==> config.mk <==
export PLATFORM = sky130hd
export DESIGN_NAME = tmcc_queue
export DESIGN_NICKNAME = d
export VERILOG_FILES = /design/src/rtl/tmcc_pkg.sv /design/src/rtl/tmcc_queue.sv
export SDC_FILE = /design/constraint.sdc
export NUM_CORES = 1
export LEC_CHECK = 0
export BUFFER_PORTS_ARGS = -buffer_cell sky130_fd_sc_hd__buf_2
export CORE_MARGIN = 2
export CORE_UTILIZATION = 60
export CTS_CLUSTER_DIAMETER = 80
export DETAILED_ROUTE_END_ITERATION = 6
export HOLD_SLACK_MARGIN = 0.02
export PLACE_DENSITY = 0.91
export SLEW_MARGIN = 5
export SYNTH_ARGS = -nofsm -noshare
export SYNTH_HDL_FRONTEND = slang
export SYNTH_SLANG_ARGS = --single-unit
==> constraint.sdc <==
create_clock -name clk -period 2.75 [get_ports clk]
set_input_delay 0.4125 -clock clk [delete_from_list [all_inputs] [get_ports clk]]
set_output_delay 0.4125 -clock clk [all_outputs]
set_load 0.01 [all_outputs]
==> src/rtl/tmcc_pkg.sv <==
// ============================================================================
// tmcc_pkg
// Shared types and constants of the thresholded map cross-correlation unit.
// ============================================================================
package tmcc_pkg;

    localparam int VAL_W    = 16;   // Q4.12 voxel values
    localparam int PROD_W   = 32;   // Q8.24 voxel product
    localparam int SUM_W    = 64;   // Q40.24 running sum
    localparam int COUNT_W  = 25;   // voxel index and counts
    localparam int OFFS_W   = 26;   // index offset
    localparam int CORR_W   = 32;   // Q2.30 result
    localparam int STATUS_W = 2;
    localparam int NM_W     = 58;   // count times mean product, signed
    localparam int NRMS_W   = 57;   // count times rms product, unsigned
    localparam int FRAC_SH  = 30;   // Q.24 over Q.24 to Q2.30
    localparam int DVD_W    = SUM_W + FRAC_SH;
    localparam int DIV_STEPS = DVD_W;
    localparam int STEP_W   = $clog2(DIV_STEPS);
    localparam int Q_DEPTH  = 4;
    localparam int QPTR_W   = $clog2(Q_DEPTH);
    localparam int QCNT_W   = $clog2(Q_DEPTH + 1);
    localparam int CFG_IDX_W  = 3;
    localparam int CFG_DATA_W = 64;

    // configuration register indexes
    localparam logic [CFG_IDX_W-1:0] CFG_THRESHOLD    = 3'd0;
    localparam logic [CFG_IDX_W-1:0] CFG_INDEX_OFFSET = 3'd1;
    localparam logic [CFG_IDX_W-1:0] CFG_VOXEL_COUNT  = 3'd2;
    localparam logic [CFG_IDX_W-1:0] CFG_NORM_OFFSET  = 3'd3;
    localparam logic [CFG_IDX_W-1:0] CFG_NORM_SCALE   = 3'd4;
    localparam logic [CFG_IDX_W-1:0] CFG_MEAN_PRODUCT = 3'd5;
    localparam logic [CFG_IDX_W-1:0] CFG_RMS_PRODUCT  = 3'd6;

    // result status codes
    localparam logic [STATUS_W-1:0] STATUS_OK       = 2'd0;
    localparam logic [STATUS_W-1:0] STATUS_EMPTY    = 2'd1;
    localparam logic [STATUS_W-1:0] STATUS_ZERO_DIV = 2'd2;

    localparam logic [COUNT_W-1:0] VOXEL_COUNT_RST = 25'd16777216;

    typedef struct packed {
        logic signed [VAL_W-1:0] model_value;
        logic signed [VAL_W-1:0] ref_value;
        logic                    last_voxel;
    } in_word_t;

    typedef struct packed {
        logic signed [CORR_W-1:0] correlation;
        logic [COUNT_W-1:0]       used_voxels;
        logic [STATUS_W-1:0]      status;
    } out_word_t;

    // classified voxel travelling from front to back
    typedef struct packed {
        logic                     take;
        logic signed [PROD_W-1:0] product;
        logic                     last;
    } q_entry_t;

    // normalisation settings seen by the back end
    typedef struct packed {
        logic signed [SUM_W-1:0]  norm_offset;
        logic signed [SUM_W-1:0]  norm_scale;
        logic signed [PROD_W-1:0] mean_product;
        logic [PROD_W-1:0]        rms_product;
        logic [COUNT_W-1:0]       n_eff;
    } norm_cfg_t;

    typedef struct packed {
        logic             start;
        logic             neg;
        logic [SUM_W-1:0] mag;
        logic [SUM_W-1:0] den;
    } div_req_t;

    typedef struct packed {
        logic              busy;
        logic              done;
        logic [CORR_W-1:0] corr;
    } div_rsp_t;

    typedef enum logic [2:0] {
        ST_ACC,
        ST_MUL,
        ST_SEL,
        ST_DIV,
        ST_FIN
    } back_state_t;

endpackage

==> src/rtl/tmcc_queue.sv <==
// ============================================================================
// tmcc_queue
// Short queue of classified voxels between front and back.
// ============================================================================
module tmcc_queue
    import tmcc_pkg::*;
(
    input  logic     clk,
    input  logic     rst_n,
    input  logic     push,
    input  q_entry_t push_entry,
    input  logic     pop,
    output q_entry_t pop_entry,
    output logic     full,
    output logic     empty
);

    q_entry_t            mem_reg [Q_DEPTH];
    logic [QPTR_W-1:0]   wr_ptr_reg;
    logic [QPTR_W-1:0]   rd_ptr_reg;
    logic [QCNT_W-1:0]   count_reg;

    assign full      = (count_reg == QCNT_W'(Q_DEPTH));
    assign empty     = (count_reg == '0);
    assign pop_entry = mem_reg[rd_ptr_reg];

    always_ff @(posedge clk)
    begin
        if (push)
            mem_reg[wr_ptr_reg] <= push_entry;
    end

    always_ff @(posedge clk or negedge rst_n)
    begin
        if (!rst_n)
        begin
            wr_ptr_reg <= '0;
            rd_ptr_reg <= '0;
            count_reg  <= '0;
        end
        else
        begin
            if (push)
                wr_ptr_reg <= wr_ptr_reg + 1'b1;
            if (pop)
                rd_ptr_reg <= rd_ptr_reg + 1'b1;
            if (push && !pop)
                count_reg <= count_reg + 1'b1;
            else if (pop && !push)
                count_reg <= count_reg - 1'b1;
        end
    end

    a_no_overfill: assert property (@(posedge clk) disable iff (!rst_n)
        count_reg <= QCNT_W'(Q_DEPTH))
        else $error("queue count past depth");

    a_no_push_full: assert property (@(posedge clk) disable iff (!rst_n)
        !(push && full && !pop))
        else $error("push into full queue");

endmodule

==> results list, run 1 <==
- The share of total power dissipated in combinational logic is 0.252.
- Dividing the detail-routed via count by the number of cells gives ~5.7.
* Count of endpoints failing setup in the final report: 0
- The smallest clock period supported by the final layout is computed as about 2.5 ns.
- Yosys warning count: 0
- Count of standard-cell rows: 34
- Max Freq: roughly 0.4 GHz
- After synthesis, the share of flip-flops with an asynchronous set or reset is 0.0490.
- Via Count: ~2400
- Yosys mapped a number of flops with a built-in enable equal to approximately 140.
- STA puts the critical path data arrival time at about 2.1 ns.
* Kind of launch point of the worst setup path: register
- The number of clock buffers added by TritonCTS is 17.
* Clock Sink Count: approximately 140
* Syn nets: between 200 and 300
- Highest net fanout along the worst path: 20
* Seq/Total Area, Yosys: 0.796
- After the first detailed-routing iteration, the DRC count stood at slightly above 100.
* Post-CTS sizing: 0
- Number of library cell types mapped by synthesis: 19
- Across every metal layer, demand over resource in global routing totals 0.212.
- Endpoint class of the critical path: primary output
- The number of antenna diodes in the final layout is 0.
- The path with the worst hold slack has its endpoint at mem_reg[0][29].
- From left edge to right edge, the die measures approximately 98 um.
- Counting cells, the worst reg-to-reg path comes to 4.
* Share of post-route cells with drive strength above 1: 0.469
- Number of buffers inserted by hold repair at cts: 1
- Clock Tree Root: sky130_fd_sc_hd__clkbuf_8
- Among all cell types in the netlist, the one instantiated most often is sky130_fd_sc_hd__edfxtp_1.
* Final weighted congestion in routability-driven placement: 0.697
- The routed design has 9410 um of wire.
- Along the worst hold path, the cell count comes to 1.
- Placeable core region: between 8000 and 9000 um2
* Delay of the slowest cell on the worst path: 0.65 ns
- For this run, design rule violations remaining after detail routing come to 0.
* Worst-Skew Late Latency: 0.51 ns
- Entering global routing, the biggest net connects 35 pins.
- Count of maximum capacitance violations: 0
- DP HPWL: ~5600 um
- Sorting the synthesized cells by how often they occur yields 136 x sky130_fd_sc_hd__edfxtp_1, 28 x sky130_fd_sc_hd__mux4_2, 7 x sky130_fd_sc_hd__dfrtp_1.
- For the final routed database, the setup TNS stands at 0 ns.
- Clock-pin slew was measured on the worst setup and hold paths at 0.06 ns.
- Final worst setup slack: 0.269 ns
* DRT Pass-1 Iters: 4
* Transition time of the tightest slew-check pin: 0.643 ns
* Clock power frac: 0.329
- The final-report hold violation count was 0.
- The initial antenna violation count was 0.
- OpenSTA, run right after detailed placement, puts the worst setup slack at slightly above 0.8 ns.
* Worst setup skew after layout: between 0.007 and 0.008 ns
- At the worst endpoint, the required time is roughly 2.3 ns.
* FF+latch area: 4260 um2
* Cell types with the largest area share after synthesis: sky130_fd_sc_hd__edfxtp_1 76%, sky130_fd_sc_hd__mux4_2 12%, sky130_fd_sc_hd__dfrtp_1 3.3%, sky130_fd_sc_hd__mux4_1 2.9%, sky130_fd_sc_hd__ha_1 1.2%
- Summing every instance area after synthesis gives approximately 5400 um2.
* Part of the total power dissipated in sequential elements: 0.420
- For this configuration, the core starts out at a cell density of 0.617.
- IO Port Bufs: 73
- Post-layout nets: ~350
- The number of global-route vias before repair is ~2700.
- After routing the design area is 6490 um2.
* Number of synthesized register bits: approximately 140
* Master of the slowest instance on the critical path: sky130_fd_sc_hd__mux4_1
* Final number of max-transition violations: 0
- Footprint of the multi-input gates: around 990 um2
* Classification of the worst setup path: register to primary output
* Cell area after placement: 5850 um2
- The worst register-to-register path begins at wr_ptr_reg[1].
* Kind of cell adding the most delay to the critical path: multiplexers
* Worst voltage drop across the vdd grid: around 0.00066 V
- Register-to-Register Setup Slack: approximately 0.87 ns
* Setup repair after global routing missed its margin: no
* Dominant synthesized flop cell: sky130_fd_sc_hd__edfxtp_1
- A synthesized cell averages ~25 um2.
- Count of buffer and inverter cells on the critical path: 2
- Synth-to-layout area growth: 21.3%
- For this design the ratio of total power to cell area is 1120 nW/um2.
* Filler cell count: 503
* Internal: between 5000 and 6000 uW
* Outcome: finished, final reports clean
- Maximum buffer depth of the clock tree: 2
* Flip-flop count of the largest register, all copies and words added: about 140
- For this design the static power due to leakage is 0.00233 uW.
- Congestion Overflow GR: 0
- Once detail routing completed, the nets flagged for antenna violations numbered 0.
- I/O pin cnt: 74
* Area of the die: 9690 um2
* Htree depth: 4
- Number of instances in the synthesized netlist: 212
- Clock tree from TritonCTS: done
- Height of the chip: 98.5 um
* Endpoint of the worst register-to-register path: mem_reg[1][32]
- Summed over all nets, the switching power comes to just under 2000 uW.
* Startpoint of the lowest-slack hold path: push_entry[29]
- Of the post-synthesis cell area, the dominant cell type holds 0.763.
* Mean routed wirelength per cell: approximately 22 um
- The tightest min-delay check is of the primary input to register type.
- Worst-case headroom to the max-slew limit: 0.572
* Area leader, netlist: sky130_fd_sc_hd__edfxtp_1
* Buffers inserted by post-CTS timing repair: 0
- Of the total power, the share spent switching nets is 0.272.
- The first global-routing pass estimated ~15000 um of wire.
- In the finished design, the share of the clock period the worst path needs comes to 0.902.
- Cells along the critical path: buf_4 -> mux4_1 -> buf_2
-- metrics by stage --
stage                util  std cells  power [uW]  hold WS, ns
floorplan               -        212        4340        0.117
global placement    0.674        396        4870        0.251
detailed placement  0.674        396        4960        0.260
CTS                 0.748        428        7380       0.0821
global route        0.748        428        7620       0.0918
finish              0.748        428        7300        0.109
-- how the worst max path moves through the flow --
stage | start | endpoint | slack (ns) | depth (start not counted)
4_1_cts | rd_ptr_reg[0] | pop_entry[20] | 0.22 | 3
6_report | rd_ptr_reg[0] | pop_entry[20] | 0.27 | 3
5_1_grt | rd_ptr_reg[0] | pop_entry[20] | 0.18 | 3
2_1_floorplan | wr_ptr_reg[0] | mem_reg[2][0] | 0.91 | 3
3_3_place_gp | rd_ptr_reg[0] | pop_entry[20] | 0.87 | 3
3_5_place_dp | rd_ptr_reg[0] | pop_entry[20] | 0.82 | 3
-- final cells by class --
| class | instances | area share |
|---|---|---|
| sequential | 143 | 0.656 |
| multi-input combinational | 57 | 0.153 |
| timing repair buffer | 85 | 0.0705 |
| clock buffer | 17 | 0.0638 |
| clock inverter | 14 | 0.0333 |
| tap | 108 | 0.0208 |
| inverter | 4 | 0.00231 |
-- worst reg2reg max path, delay by kind of cell (launching register included) --
kind                       cells  cell delay (ns)
DFF                            1             0.41
and+or+nand+nor                1             0.57
adders and majority gates      1             0.18
buffers and inverters          2             0.43
-- layer usage --
| layer | up-vias | part of all wire | track usage | wire (um) |
|---|---|---|---|---|
| met4 | 0 | 0.015 | 0.0896 | 138 |
| li1 | 1083 | - | - | - |
| met2 | 76 | 0.54 | 0.352 | 5040 |
| met5 | - | 0 | 0 | 0 |
| met1 | 1276 | 0.40 | 0.263 | 3790 |
| met3 | 13 | 0.047 | 0.0652 | 444 |
-- power by group through the flow --
stage	Clock [uW]	Combinational [uW]	Sequential [uW]
floorplan	0	1350	2990
detailed placement	0	1860	3100
global route	2530	1990	3100
CTS	2430	1880	3070
finish	2400	1840	3060
global placement	0	1800	3060
-- cell usage in the layout (no fill, tap or decap), types with 2 or more instances in the layout --
| master | n |
|---|---|
| sky130_fd_sc_hd__ha_1 | 5 |
| sky130_fd_sc_hd__bufinv_16 | 5 |
| sky130_fd_sc_hd__edfxtp_1 | 136 |
| sky130_fd_sc_hd__dfrtp_2 | 2 |
| sky130_fd_sc_hd__xnor2_1 | 2 |
| sky130_fd_sc_hd__buf_4 | 11 |
| sky130_fd_sc_hd__clkinv_4 | 2 |
| sky130_fd_sc_hd__clkinvlp_4 | 4 |
| sky130_fd_sc_hd__buf_2 | 73 |
| sky130_fd_sc_hd__clkinv_2 | 2 |
| sky130_fd_sc_hd__and2_2 | 4 |
| sky130_fd_sc_hd__clkbuf_16 | 16 |
| sky130_fd_sc_hd__dfrtp_1 | 5 |
| sky130_fd_sc_hd__nand2_1 | 2 |
| sky130_fd_sc_hd__xor2_1 | 4 |
| sky130_fd_sc_hd__mux4_2 | 28 |
| sky130_fd_sc_hd__mux4_1 | 6 |
| sky130_fd_sc_hd__inv_1 | 4 |
-- logic make-up after synthesis --
family | Yosys count | share of synthesized area
AO/OA/AOI/OAI | 1 | 0.000934
XOR/XNOR | 6 | 0.00982
adder cells (fa/ha/maj) | 6 | 0.0154
buffers and inverters | 12 | 0.0199
flip-flops | 143 | 0.796
multiplexers | 35 | 0.149
AND/OR/NAND/NOR | 9 | 0.00911
No activity file was read; power rests on OpenSTA's default activity.
==> run 2: changes to the inputs <==
--- a/config.mk
+++ b/config.mk
@@ -7,11 +7,11 @@
 export LEC_CHECK = 0
 export BUFFER_PORTS_ARGS = -buffer_cell sky130_fd_sc_hd__buf_2
 export CORE_MARGIN = 2
-export CORE_UTILIZATION = 60
+export CORE_UTILIZATION = 56
 export CTS_CLUSTER_DIAMETER = 80
 export DETAILED_ROUTE_END_ITERATION = 6
 export HOLD_SLACK_MARGIN = 0.02
-export PLACE_DENSITY = 0.91
+export PLACE_DENSITY = 0.74
 export SLEW_MARGIN = 5
 export SYNTH_ARGS = -nofsm -noshare
 export SYNTH_HDL_FRONTEND = slang
==> constraint.sdc (replaced) <==
create_clock -name clk -period 2.6 [get_ports clk]
set_input_delay 0.39 -clock clk [delete_from_list [all_inputs] [get_ports clk]]
set_output_delay 0.39 -clock clk [all_outputs]
set_load 0.01 [all_outputs]
==> results list, run 2 (synthesis results as in run 1) <==
- Outcome: finished, final reports clean
* Capture endpoint of the worst hold path: mem_reg[2][13]
- Number of global-route vias before repair: about 2500
* Part of the total power dissipated in sequential elements: 0.418
* Power density over cell area: about 1200 nW/um2
- Worst voltage drop across the vdd grid: between 0.0006 and 0.0007 V
- Count of buffer and inverter cells on the critical path: 2
* Clock tree from TritonCTS: done
- Top library cells by usage in the layout, fill and taps aside: 136 x sky130_fd_sc_hd__edfxtp_1, 73 x sky130_fd_sc_hd__buf_2, 28 x sky130_fd_sc_hd__mux4_2
* Number of antenna violations at the first check in global routing: 0
* Classification of the worst setup path: register to primary output
- Master of the slowest instance on the critical path: sky130_fd_sc_hd__mux4_1
- For this block, the routed nets add up to 8630 um of wire.
* Classification of the worst-slack hold path: primary input to register
- Summing internal, switching and leakage power gives between 7000 and 8000 uW.
* Kind of launch point of the worst setup path: register
- Final critical delay including setup and external delays: about 2.3 ns
- Placeable core region: between 9000 and 10000 um2
- The final-report max-slew violation count was 0.
* Overall Global Routing Usage: 0.184
- Based on the critical path, the design can be clocked at up to approximately 0.43 GHz.
* Arr. time, crit path: between 1.5 and 2 ns
- Measured along the y axis, the die boundary spans 102 um.
- DRC Markers: 0
* Via Count: between 2000 and 2500
- Summed over all cells, the static leakage comes to 0.00233 uW.
- Of the total power, the share spent switching nets is 0.270.
- Port buffering added 73 buffers.
* Dpl ws: between 0.7 and 0.8 ns
- For the pin with the worst max-slew slack, the measured transition is between 0.5 and 0.6 ns.
* Endpoint of the worst register-to-register path: mem_reg[3][20]
* Post-route cell area: 6520 um2
- Effective utilization at floorplan: 0.579
- Synth-to-layout area growth: 21.8%
- The first global-routing pass estimated 13300 um of wire.
- Dividing the detail-routed via count by the number of cells gives approximately 5.4.
* I/O pin cnt: between 70 and 80
* Pin count of the biggest net entering global routing: 24
* Die Span X: ~100 um
* Endpoint class of the critical path: primary output
- Area of the die: about 10000 um2
- Measured in cells, the most critical reg-to-reg path has a length of 3.
- Setup violations remaining at the end of the flow were counted as 0.
- Clock Tree Root: sky130_fd_sc_hd__clkbuf_8
- Internal: 5550 uW
* Count of maximum capacitance violations: 0
- After detailed placement, the design holds a cell count of between 400 and 500.
- Delay of the slowest cell on the worst path: around 0.61 ns
- The worst hold path begins at push_entry[13].
* DRT Pass-1 Iters: 4
- WP data required: roughly 2.2 ns
- 0 antenna diodes ended up in the layout.
- The worst path meets setup with ~0.27 ns of slack.
* Worst Hold Path Cells: 1
* Switch Pwr: ~2000 uW
- Highest net fanout along the worst path: 18
* DP HPWL: about 5300 um
- In this design, the largest share of critical-path delay is due to multiplexers.
* Share of post-route cells with drive strength above 1: 0.461
* Non-filler cells, final: 448
- For the final database, setup skew stands at 0.00761 ns.
* Cells along the critical path: buf_4 -> mux4_1 -> buf_2
- Routability-driven placement finished with a final weighted congestion of between 0.6 and 0.7.
* Iter 0 DRT Violations: roughly 160
- Clock power frac: 0.323
* Cell area after placement: roughly 6000 um2
- The later pin in the worst-skew pair is clocked with a latency of 0.51 ns.
- Summed over all layers, the global routing overflow is 0.
- The H-tree generated during clock tree synthesis spans 4 levels.
* Register-to-Register Setup Slack: about 0.97 ns
- Count of standard-cell rows: 35
* Most common cell after layout, fill and taps aside: sky130_fd_sc_hd__edfxtp_1
* Combinational cell fraction of total power: 0.260
* Inserted Clock Buffers: 17
- Clk pin slew, worst setup/hold paths: 0.06 ns
- Clock Sink Count: between 100 and 150
* R2R Path Start: wr_ptr_reg[0]
* Flip-flop count of the largest register, all copies and words added: around 140
- For the final routed database, the setup TNS stands at 0 ns.
- Worst-case headroom to the max-slew limit: 0.602
- Count of final hold-check violations: 0
* Setup repair after global routing missed its margin: no
- The detail route stage leaves a number of antenna-violating nets equal to 0.
* Post-layout nets: 350
* Maximum buffer depth of the clock tree: 2
* Mean routed wirelength per cell: 19.3 um
- Of the available clock period, the critical path in the final layout requires 0.896.
## run 2: cell types whose count changed in the layout (fill, tap and decap cells not counted), sizes merged
cell / change
clkinvlp: -2
inv: +2
clkbuf: +2
buf: -2
bufinv: -1
## run 2: final cells by class
cell class,count,area [um2]
inverters,4,15.0
well taps,129,161
multi-input cells,57,993
fillers,577,2720
clock inverters,13,185
repair buffers,83,480
flip-flops and latches,143,4260
clock buffers,19,422
## run 2: timing repair
action | CTS | global route
hold buffers | 1 | 0
setup endpoints to repair | 0 | 0
endpoints found under the hold margin | 7 | 0
gates resized for setup | 0 | 0
setup buffers | 0 | 0
## run 2: worst max-delay path by stage
| stage | startpoint | endpoint | cells after the start |
|---|---|---|---|
| detailed placement | rd_ptr_reg[0] | pop_entry[33] | 3 |
| CTS | rd_ptr_reg[0] | pop_entry[8] | 3 |
| global route | rd_ptr_reg[0] | pop_entry[8] | 3 |
| floorplan | wr_ptr_reg[0] | mem_reg[2][0] | 3 |
| global placement | rd_ptr_reg[0] | pop_entry[29] | 3 |
| finish | rd_ptr_reg[0] | pop_entry[29] | 3 |
## run 2: power by group through the flow
stage / combinational (uW) / sequential (uW) / clock, uW
after CTS: 2020 / 3180 / 2490
after global routing: 2150 / 3220 / 2600
after global placement: 2010 / 3200 / 0
final: 1970 / 3170 / 2450
after detailed placement: 2010 / 3220 / 0
after floorplan: 1430 / 3160 / 0
## run 2: per-stage QoR
step / util / hold WS [ns]
after floorplan: - / 0.0944
after global placement: 0.639 / 0.234
after detailed placement: 0.639 / 0.237
after CTS: 0.705 / 0.0677
after global routing: 0.705 / 0.0691
final: 0.705 / 0.0895
## run 2: metal layers
metal  routed length [um]  global-route usage  vias up
li1                     -                   -     1084
met1                 3770               0.255     1232
met2                 4340               0.279       76
met3                  408              0.0573       10
met4                  106              0.0717        0
met5                    0                   0        -
==> run 3: changes to the inputs <==
--- a/config.mk
+++ b/config.mk
@@ -6,12 +6,15 @@
 export NUM_CORES = 1
 export LEC_CHECK = 0
 export BUFFER_PORTS_ARGS = -buffer_cell sky130_fd_sc_hd__buf_2
+export CELL_PAD_IN_SITES_DETAIL_PLACEMENT = 0
+export CELL_PAD_IN_SITES_GLOBAL_PLACEMENT = 1
 export CORE_MARGIN = 2
-export CORE_UTILIZATION = 56
+export CORE_UTILIZATION = 50
 export CTS_CLUSTER_DIAMETER = 80
 export DETAILED_ROUTE_END_ITERATION = 6
 export HOLD_SLACK_MARGIN = 0.02
-export PLACE_DENSITY = 0.74
+export MAX_ROUTING_LAYER = met4
+export PLACE_DENSITY = 0.75
 export SLEW_MARGIN = 5
 export SYNTH_ARGS = -nofsm -noshare
 export SYNTH_HDL_FRONTEND = slang
==> results list, run 3 (synthesis results as in run 1) <==
- Mean routed wirelength per cell: roughly 19 um
* Count of buffer and inverter cells on the critical path: 2
- In this run, the number of DRC markers left after iteration 0 of detailed routing was between 100 and 150.
- STA classifies the critical path startpoint as a register.
- Clock tree synthesis inserted a total of 17 buffers.
* DP HPWL: ~5300 um
- Count of endpoints failing setup in the final report: 0
* Max Freq: around 0.42 GHz
- Effective utilization at floorplan: 0.516
- First-pass GRT wire length: approximately 13000 um
- On the critical path the largest part of the delay comes from multiplexers.
- Buffers inserted to repair hold after CTS numbered 1.
* Die Span X: 107 um
- In this run the vertical extent of the chip is ~110 um.
- Endpoint class of the critical path: primary output
- The flow ran to the end, and the final reports show no timing, DRC or antenna violations.
* Number of global-route vias before repair: between 2000 and 2500
- The final layout contains 348 nets.
- Clk pin slew, worst setup/hold paths: 0.06 ns
- The final layout contains routed wiring with a total length of around 8700 um.
- The setup check on the worst reg-to-reg path leaves a slack of between 0.9 and 1 ns.
* Delay of the slowest cell on the worst path: 0.61 ns
* R2R Path Start: wr_ptr_reg[0]
- For this design the static power due to leakage is about 0.0023 uW.
- Count of final hold-check violations: 0
- At the end of routability-driven placement, the weighted congestion stood at 0.758.
- The path with the worst hold slack has its endpoint at rd_ptr_reg[0].
- Transition time of the tightest slew-check pin: 0.602 ns
* Startpoint of the lowest-slack hold path: pop
- Once layout is done, the placed cells without fillers occupy around 6600 um2.
- Of all nets on the critical path, the largest fanout is 19.
- DRC Markers: 0
- Global routing finished with a remaining overflow of 0.
- Via-to-Cell Ratio: roughly 5.3
- I/O pin cnt: 74
- At the later pin of the worst-skew pair, clock insertion delay measures 0.52 ns.
- Timing analysis after detailed placement gives a worst setup slack of 0.731 ns.
- Clock Sink Count: 143
- Most common cell after layout, fill and taps aside: sky130_fd_sc_hd__edfxtp_1
- Entering global routing, the biggest net connects 23 pins.
- For this run, the total global-route usage over all layers was measured as 0.171.
* Final number of max-transition violations: 0
- For the final database, setup skew stands at ~0.0094 ns.
- Filler cell count: between 700 and 800
* Via Count: about 2400
* Number of antenna violations at the first check in global routing: 1
- TritonCTS built the clock tree.
- The worst register-to-register path ends at mem_reg[0][4].
- Measured in cells, the most critical reg-to-reg path has a length of 4.
* Worst voltage drop across the vdd grid: between 0.0004 and 0.0005 V
- For the final routed database, the setup TNS stands at 0 ns.
- On the critical path, the stage with the largest delay is an instance of sky130_fd_sc_hd__mux4_1.
- For the worst setup path, the data arrival time is 1.98 ns.
- The critical path goes through buf_4 -> mux4_1 -> buf_2.
- In the final layout, the share of cells above drive strength 1 is 0.451.
- DRT Pass-1 Iters: 4
- The die covers between 10000 and 15000 um2.
* Htree depth: 4
* Placeable core region: a little over 10000 um2
- The top cell types in the final layout, fill and taps aside, are 136 x sky130_fd_sc_hd__edfxtp_1, 73 x sky130_fd_sc_hd__buf_2, 28 x sky130_fd_sc_hd__mux4_2.
- Maximum buffer depth of the clock tree: 2
* WP data required: about 2.2 ns
- Post-CTS sizing: 0
- Worst Hold Path Cells: 2
- Remaining antenna violation count after routing: 0
- Buffers inserted by post-CTS timing repair: 0
- In this run the core area contains 37 standard-cell rows.
- IO Port Bufs: 73
- In the finished design, the share of the clock period the worst path needs comes to 0.912.
- Worst-case headroom to the max-slew limit: 0.599
* Final worst setup slack: 0.228 ns
- The register with the most flip-flops in the layout has 136 of them.
- The multi-input combinational cells in the finished layout cover a total of 993 um2.
* Clock Tree Root: sky130_fd_sc_hd__clkbuf_8
- Summing all flip-flop and latch instances after layout gives about 4300 um2.
* Setup repair after global routing missed its margin: no
- The critical path is of the register to primary output type.
- Counting I/O delays and the setup requirement, the final critical path takes roughly 2.4 ns.
- Cell area after placement: a little under 6000 um2
* Classification of the worst-slack hold path: primary input to register
- The tool flagged a number of max-cap violations equal to 0.
* Synth-to-layout area growth: 23.0%
- Dividing total power by cell area gives a power density of ~1200 nW/um2.
-- run 3: changes by cell type in the layout (fill, tap and decap cells not counted), sizes merged --
cell	before	now
clkbuf	19	22
clkinv	4	1
buf	82	80
bufinv	4	6
inv	7	5
diode	0	1
-- run 3: stage by stage --
| stage | util | power (uW) | hold slack (ns) | cells |
|---|---|---|---|---|
| after detailed placement | 0.571 | 5260 | 0.239 | 420 |
| after global placement | 0.571 | 5220 | 0.233 | 420 |
| after CTS | 0.635 | 7910 | 0.0622 | 453 |
| after floorplan | - | 4590 | 0.0944 | 212 |
| after global routing | 0.635 | 8160 | 0.0628 | 454 |
| final | 0.635 | 7790 | 0.0828 | 454 |
-- run 3: cell type report --
class | instances | area share
clock buffer | 22 | 0.0673
sequential | 143 | 0.647
multi-input combinational | 57 | 0.151
inverter | 4 | 0.00228
timing repair buffer | 81 | 0.0745
antenna | 1 | 0.000380
clock inverter | 10 | 0.0317
tap | 136 | 0.0258
-- run 3: report_power, final --
| part | internal (uW) | leakage [uW] | switching, uW |
|---|---|---|---|
| clock network | 1780 | 0.000310 | 843 |
| logic | 978 | 0.000701 | 956 |
| registers | 3030 | 0.00133 | 209 |
| total | 5780 | 0.00234 | 2010 |
-- run 3: routing by layer --
layer  GRT usage  up-vias  wire length [um]
met3      0.0642        9               608
met1       0.232     1232              3840
met5           -        -                 0
met2       0.240       81              4160
met4      0.0604        0               101
li1            -     1082                 -
-- run 3: worst max-delay path by stage --
stage / slack (ns) / cells after the start / startpoint / to
after detailed placement: 0.73 / 3 / rd_ptr_reg[0] / pop_entry[31]
final: 0.23 / 3 / rd_ptr_reg[0] / pop_entry[31]
after global routing: 0.13 / 3 / rd_ptr_reg[0] / pop_entry[31]
after global placement: 0.76 / 3 / rd_ptr_reg[0] / pop_entry[31]
after floorplan: 0.76 / 3 / wr_ptr_reg[0] / mem_reg[2][0]
after CTS: 0.16 / 3 / rd_ptr_reg[0] / pop_entry[31]
